===== config.mk =====
export PLATFORM = sky130hd
export DESIGN_NAME = gb5_ram
export DESIGN_NICKNAME = d
export VERILOG_FILES = /design/src/hw/rtl/gaussian_blur_5x5_rgb_defines.svh /design/src/hw/rtl/gb5_ram.sv
export SDC_FILE = /design/constraint.sdc
export NUM_CORES = 1
export LEC_CHECK = 0
export BUFFER_PORTS_ARGS = -buffer_cell sky130_fd_sc_hd__buf_2
export CORE_UTILIZATION = 25
export DETAILED_ROUTE_END_ITERATION = 7
export SYNTH_ARGS = -nofsm -noshare
export SYNTH_HDL_FRONTEND = slang
export SYNTH_SLANG_ARGS = --single-unit

===== constraint.sdc =====
create_clock -name clk -period 3.28 [get_ports clk]
set_input_delay 0.492 -clock clk [delete_from_list [all_inputs] [get_ports clk]]
set_output_delay 0.492 -clock clk [all_outputs]
set_load 0.01 [all_outputs]

===== src/hw/rtl/gaussian_blur_5x5_rgb_defines.svh =====
// ----------------------------------------------------------------------------
// Assertion macros for the 5x5 Gaussian blur
// Concurrent checks that compile away when NO_ASSERTIONS is defined.
// ----------------------------------------------------------------------------
`ifndef GAUSSIAN_BLUR_5X5_RGB_DEFINES_SVH
`define GAUSSIAN_BLUR_5X5_RGB_DEFINES_SVH

`ifndef NO_ASSERTIONS
// Same-cycle implication, checked at every rising edge outside reset.
`define GB5_ASSERT_IMP(label, clk, rst, ante, cons) \
  label: assert property (@(posedge clk) disable iff (rst) (ante) |-> (cons)) \
    else $error("gb5: same-cycle check failed");
// Next-cycle implication, checked at every rising edge outside reset.
`define GB5_ASSERT_NXT(label, clk, rst, ante, cons) \
  label: assert property (@(posedge clk) disable iff (rst) (ante) |=> (cons)) \
    else $error("gb5: next-cycle check failed");
`else
`define GB5_ASSERT_IMP(label, clk, rst, ante, cons)
`define GB5_ASSERT_NXT(label, clk, rst, ante, cons)
`endif

`endif


===== src/hw/rtl/gb5_ram.sv =====
// ----------------------------------------------------------------------------
// gb5_ram
// Simple dual-port RAM, one write and one registered read per cycle.
// A read of the address written in the same cycle returns the old data.
// ----------------------------------------------------------------------------
module gb5_ram #(
  parameter int WIDTH = 8,
  parameter int DEPTH = 16,
  localparam int AW = $clog2(DEPTH)
) (
  input  logic             clk,
  input  logic             we,
  input  logic [AW-1:0]    waddr,
  input  logic [WIDTH-1:0] wdata,
  input  logic             re,
  input  logic [AW-1:0]    raddr,
  output logic [WIDTH-1:0] rdata
);

  logic [WIDTH-1:0] mem [DEPTH];

  always_ff @(posedge clk) begin
    if (we) begin
      mem[waddr] <= wdata;
    end
    if (re) begin
      rdata <= mem[raddr];
    end
  end

endmodule


==> impl_metrics.toml, run 1 <==
[cts]
postCtsHoldBufs = 0
cts_max_path_buffers = 2
cts_buffers = 17
postCtsResizedCells = 0
path_clk_slew_ps = 60
cts_num_sinks = 136
cts_tree = "done"
clkLatencyLatePin_ps = 400
cts_root_buf = "clkbuf_16"
cts_setup_buffers = 0
cts_max_level = 4

[placed_design]
gp_congestion = 0.6912
hpwl_mm = 6.854
io_buffers = 26

[detailed_routing]
routedWlPerCell_um = 19.17
drtIter0Drc = 240
route.final.wire_length_mm = 10.68
firstDrtPassIters = 5
antenna_left = 0
vias = 2438
via_per_inst = 4.377
drc = 0

[layout]
fill_cells = 1920
area_growth_pct = 21.37
nets = 291
drive_gt1_frac = 0.2842
final_core_util = 0.3116

[min_path]
holdPathStages = 1
min_path_type = "in -> reg"
min_to = "rdata[5]"
worstHoldStart = "re"

[sta]
grt_setup_unrepaired = "false"
tightest_slew_ps = 980.4
fmax_mhz = 491.5
fin_crit_ps = 2035
final_hold_viol_count = 0
maxSlewHeadroom = 0.3440
slew_viol_final = 0
fin_skew_ps = 6.431
final.period_utilization = 0.6203
fin_tns_setup_ps = 0
setup_viol = 0

[setup_path]
slowest_stage = "mux4_1"
crit_required_ps = 3430
critPathMaxStageDelay_ps = 570
r2r_start = "mem[1][0]"
crit_chain = "buf_2 -> buf_12 -> buf_4 -> mux4_1 -> a22oi_1 -> nand2_1"
cp.arrival_ps = 2180
crit_path_end_kind = "flop"
reg2reg_depth = 3
cp_max_fo = 17
start_kind = "input pin"
reg2reg_setup_slack_ps = 1650
regToRegEndpoint = "rdata[0]"
critPathKind = "in -> reg"

[synth]
synth_top_flop_cell = "edfxtp_1"
async_flop_share = 0
synth_nets = 248
ys_ff_latch = 136
synthCells = 229
ys_warn_count = 0
syn_area_um2 = 5228
yosysMostFrequentCell = "edfxtp_1"
seq_area_frac_synth = 0.7812
syn_area_per_cell_um2 = 22.83
synth_top_area_cell = "edfxtp_1"
synth-edff-count = 136
synthTopCellsByArea = "edfxtp_1 (78%), mux4_2 (7.8%), mux4_1 (7.0%)"
synthTopCellsByCount = "edfxtp_1 (136), mux4_2 (18), a22oi_1 (16)"
synth_top_area_frac = 0.7812
ys_types = 18

[global_routing]
antenna_found_initial = 2
grt_pass1_vias = 2516
grt_pass1_wl_mm = 15.74
grt_use_total = 0.1040
grt-ovfl-total = 0
grt_max_degree = 33

[floorplanning]
initial_core_util = 0.2567
fp.dieH_um = 146.6
rows = 52
dieArea_um2 = 21490
io-pin-count = 27
dieWidth_um = 146.6
core_region_area_um2 = 20360

[pwr]
pwr-share-comb = 0.043
power_frac_clock = 0.495
p_int_uw = 3449
switching_share = 0.1906
power_switching_uw = 812.0
powerDensity_nw_per_um2 = 671.6
p_leak_uw = 0.002068
seqPwrFrac = 0.462
vdd_ir_drop_max_v = 0.0004912

[job]
cap_viol_max_count = 0

[status]
status = "finished, final reports clean"
metrics by stage:
stage	setup WS [ps]	hold slack [ps]	area [µm²]	instances	power (µW)
floorplan	1295	590.9	5228	229	2105
global placement	847.8	736.0	5682	523	2183
detailed placement	784.9	737.5	5682	523	2189
CTS	1216	445.4	6340	555	4279
global route	1129	439.7	6342	556	4362
finish	1245	453.5	6345	557	4261
how the worst max path moves through the flow:
stage | start | end | slack [ps] | depth (start not counted)
2_1_floorplan | waddr[2] | mem[0][0] | 1300 | 2
3_3_place_gp | raddr[0] | rdata[2] | 850 | 6
3_5_place_dp | raddr[0] | rdata[2] | 780 | 6
4_1_cts | raddr[0] | rdata[2] | 1220 | 6
5_1_grt | raddr[0] | rdata[2] | 1130 | 6
6_report | raddr[0] | rdata[2] | 1250 | 6
metal layers:
layer,GRT usage,vias up,routed length (µm)
met2,0.1566,92,4903
li1,-,1066,-
met5,0,-,0
met4,0.03594,0,114
met3,0.03969,9,730
met1,0.1367,1271,4930
state kept, by name, indices dropped and copies added, names as in the netlist:
signal,cells
rdata,8
mem,128
worst max-delay path, delay by kind of cell:
kind                   cells  cell delay, ps
buffers and inverters      3             790
multiplexers               1             570
AO/OA/AOI/OAI              1             210
AND/OR/NAND/NOR            1              90
power by group through the flow:
stage	clock, µW	combinational, µW	sequential (µW)
final	2110	183	1970
after global routing	2190	197	1970
after floorplan	0	98.8	2010
after global placement	0	179	2000
after detailed placement	0	184	2010
after CTS	2120	185	1970
layout make-up:
type                       instances  area [µm²]  share of cell area
tap                              270       337.8             0.05324
sequential                       136        4084              0.6437
antenna                            2       5.005           0.0007888
clock buffer                      18       429.2             0.06764
clock inverter                    14       229.0             0.03609
multi-input combinational         83        1057              0.1666
timing repair buffer              34       202.7             0.03195
cell families (layout without fill, tap and decap cells):
kind of cell | count (synthesis) | count (layout) | share of synthesized area
and+or+nand+nor | 35 | 35 | 0.03136
buffers and inverters | 10 | 66 | 0.01651
AOI/OAI and AO/OA | 16 | 16 | 0.02298
other | 0 | 2 | 0
muxes | 32 | 32 | 0.1479
DFF | 136 | 136 | 0.7812
cells in the final DEF, fill, tap and decap left out:
cell        count
a22oi_1        16
and2_1          1
and2b_1         1
buf_12          1
buf_2          26
buf_4           7
bufinv_16       6
clkbuf_1        1
clkbuf_16      17
clkinv_1        3
clkinv_2        1
clkinv_4        2
clkinvlp_4      2
diode_2         2
edfxtp_1      136
mux4_1         14
mux4_2         18
nand2_1         9
nand2b_1        2
nand3_1         1
nand3b_1        2
nor2_1         13
nor2b_1         1
nor3_1          4
or3b_2          1
Power figures use the tool's default switching activity.
==> run 2: changes to the inputs <==
==> constraint.sdc (replaced) <==
create_clock -name clk -period 2 [get_ports clk]
set_input_delay 0.3 -clock clk [delete_from_list [all_inputs] [get_ports clk]]
set_output_delay 0.3 -clock clk [all_outputs]
set_load 0.01 [all_outputs]
==> impl_metrics.toml, run 2 (synthesis results as in run 1) <==
[setup_path]
r2r_start = "mem[1][3]"
crit_chain = "mux4_1 -> a22oi_1 -> nand2_1"
crit_path_end_kind = "flop"
critPathMaxStageDelay_ps = 500
startpoint = "mem[1][3]"
crit_required_ps = 2150
cp.arrival_ps = 1640
crit_family = "multiplexers"
cp_max_fo = 1
slowest_stage = "mux4_1"
worstPathBufferInverterCount = 0
critPathKind = "reg -> reg"
start_kind = "flop"

[layout]
largestRegisters = "mem x128, rdata x8"
area_growth_pct = 22.28
antennaDiodeCount = 0
final_common_cell = "edfxtp_1"
fill_cells = 1922
top_register = "mem"
drive_gt1_frac = 0.3278
nets = 305
largest_reg_flops = 128
layout.cells.non_filler = 569
most-common-layout-cells = "edfxtp_1 (136), buf_2 (26), buf_4 (19)"

[placed_design]
hpwl_mm = 6.720
io_buffers = 26
dp_cells = 537
gp_congestion = 0.7258

[detailed_routing]
vias = 2432
routedWlPerCell_um = 17.91
antenna_left = 0
firstDrtPassIters = 4
drc = 0
drtIter0Drc = 225
via_per_inst = 4.274
route.final.wire_length_mm = 10.19

[sta]
maxSlewHeadroom = 0.7490
tightest_slew_ps = 376.4
fmax_mhz = 673.9
final_hold_viol_count = 0
fin_crit_ps = 1484
fin_tns_setup_ps = 0
slew_viol_final = 0
final.period_utilization = 0.7419
grt_setup_unrepaired = "false"
fin_skew_ps = 7.351
setup_viol = 0

[floorplanning]
core_region_area_um2 = 20360
dieWidth_um = 146.6
rows = 52
initial_core_util = 0.2567
io-pin-count = 27
fp.dieH_um = 146.6
dieArea_um2 = 21490

[cts]
clkLatencyLatePin_ps = 410
cts_max_level = 4
postCtsResizedCells = 0
cts_root_buf = "clkbuf_16"
postCtsHoldBufs = 0
cts_buffers = 17
cts_setup_buffers = 0
cts_tree = "done"
cts_num_sinks = 136
path_clk_slew_ps = 60
cts_max_path_buffers = 2

[pwr]
p_leak_uw = 0.002119
vdd_ir_drop_max_v = 0.0005591
powerDensity_nw_per_um2 = 1021

[global_routing]
grt_pass1_wl_mm = 15.54
grt_use_total = 0.1010
antenna_found_initial = 0
grt_pass1_vias = 2617
grt-ovfl-total = 0
grt_max_degree = 33

[min_path]
worstHoldStart = "re"
min_path_type = "in -> reg"

[status]
status = "finished, final reports clean"

[job]
cap_viol_max_count = 0
[run 2: cell count changes in the layout (fill, tap and decap cells not counted)]
cell and change:
clkbuf_1 -1, buf_12 +2, clkinv_2 +2, clkinv_1 -2, buf_4 +12, clkinv_4 +4, bufinv_16 -4, inv_6 +1
diode_2 -2
[run 2: area by class of cell]
type | count | area [µm²] | share of cell area
Sequential cell | 136 | 4084 | 0.6389
Timing Repair Buffer | 48 | 332.8 | 0.05206
Clock inverter | 15 | 155.1 | 0.02427
Clock buffer | 17 | 425.4 | 0.06655
Tap cell | 270 | 337.8 | 0.05285
Multi-Input combinational cell | 83 | 1057 | 0.1654
[run 2: worst register-to-register path, cell delays in order (launching register included)]
cell      delay (ps)
edfxtp_1         360
mux4_1           500
a22oi_1          280
nand2_1           90
[run 2: final timing paths]
check / depth (start not counted) / slack [ps] / to
setup / recovery: 3 / 520 / rdata[3]
hold / removal: 1 / 260 / rdata[2]
setup reg to reg: 3 / 520 / rdata[3]
hold reg to reg: 3 / 760 / rdata[2]
[run 2: report_power, final]
part           switching, µW  total, µW  internal [µW]  leakage, µW
combinational            171        303            132     0.000603
sequential              19.9       3230           3210      0.00124
clock                   1160       2990           1830     0.000281
total                   1350       6530           5180      0.00212
[run 2: metal layers]
layer,GRT usage,routed length (µm),vias to the layer above,share of wire
met2,0.1526,4739,90,0.46
li1,-,-,1095,-
met1,0.1353,4543,1239,0.45
met4,0.03854,92,0,0.0090
met5,0,0,-,0
met3,0.03156,818,8,0.080
[run 2: stage by stage]
step / utilization / total power, µW / setup slack (ps) / instance area, µm² / hold WS [ps]
2_1_floorplan: - / 3452 / 207.1 / 5228 / 398.9
3_3_place_gp: 0.2854 / 3590 / 179.2 / 5812 / 665.0
3_5_place_dp: 0.2854 / 3601 / 149.0 / 5812 / 674.4
4_1_cts: 0.3139 / 6579 / 502.5 / 6392 / 240.5
5_1_grt: 0.3139 / 6730 / 449.6 / 6392 / 245.3
6_report: 0.3139 / 6530 / 516.1 / 6392 / 255.6
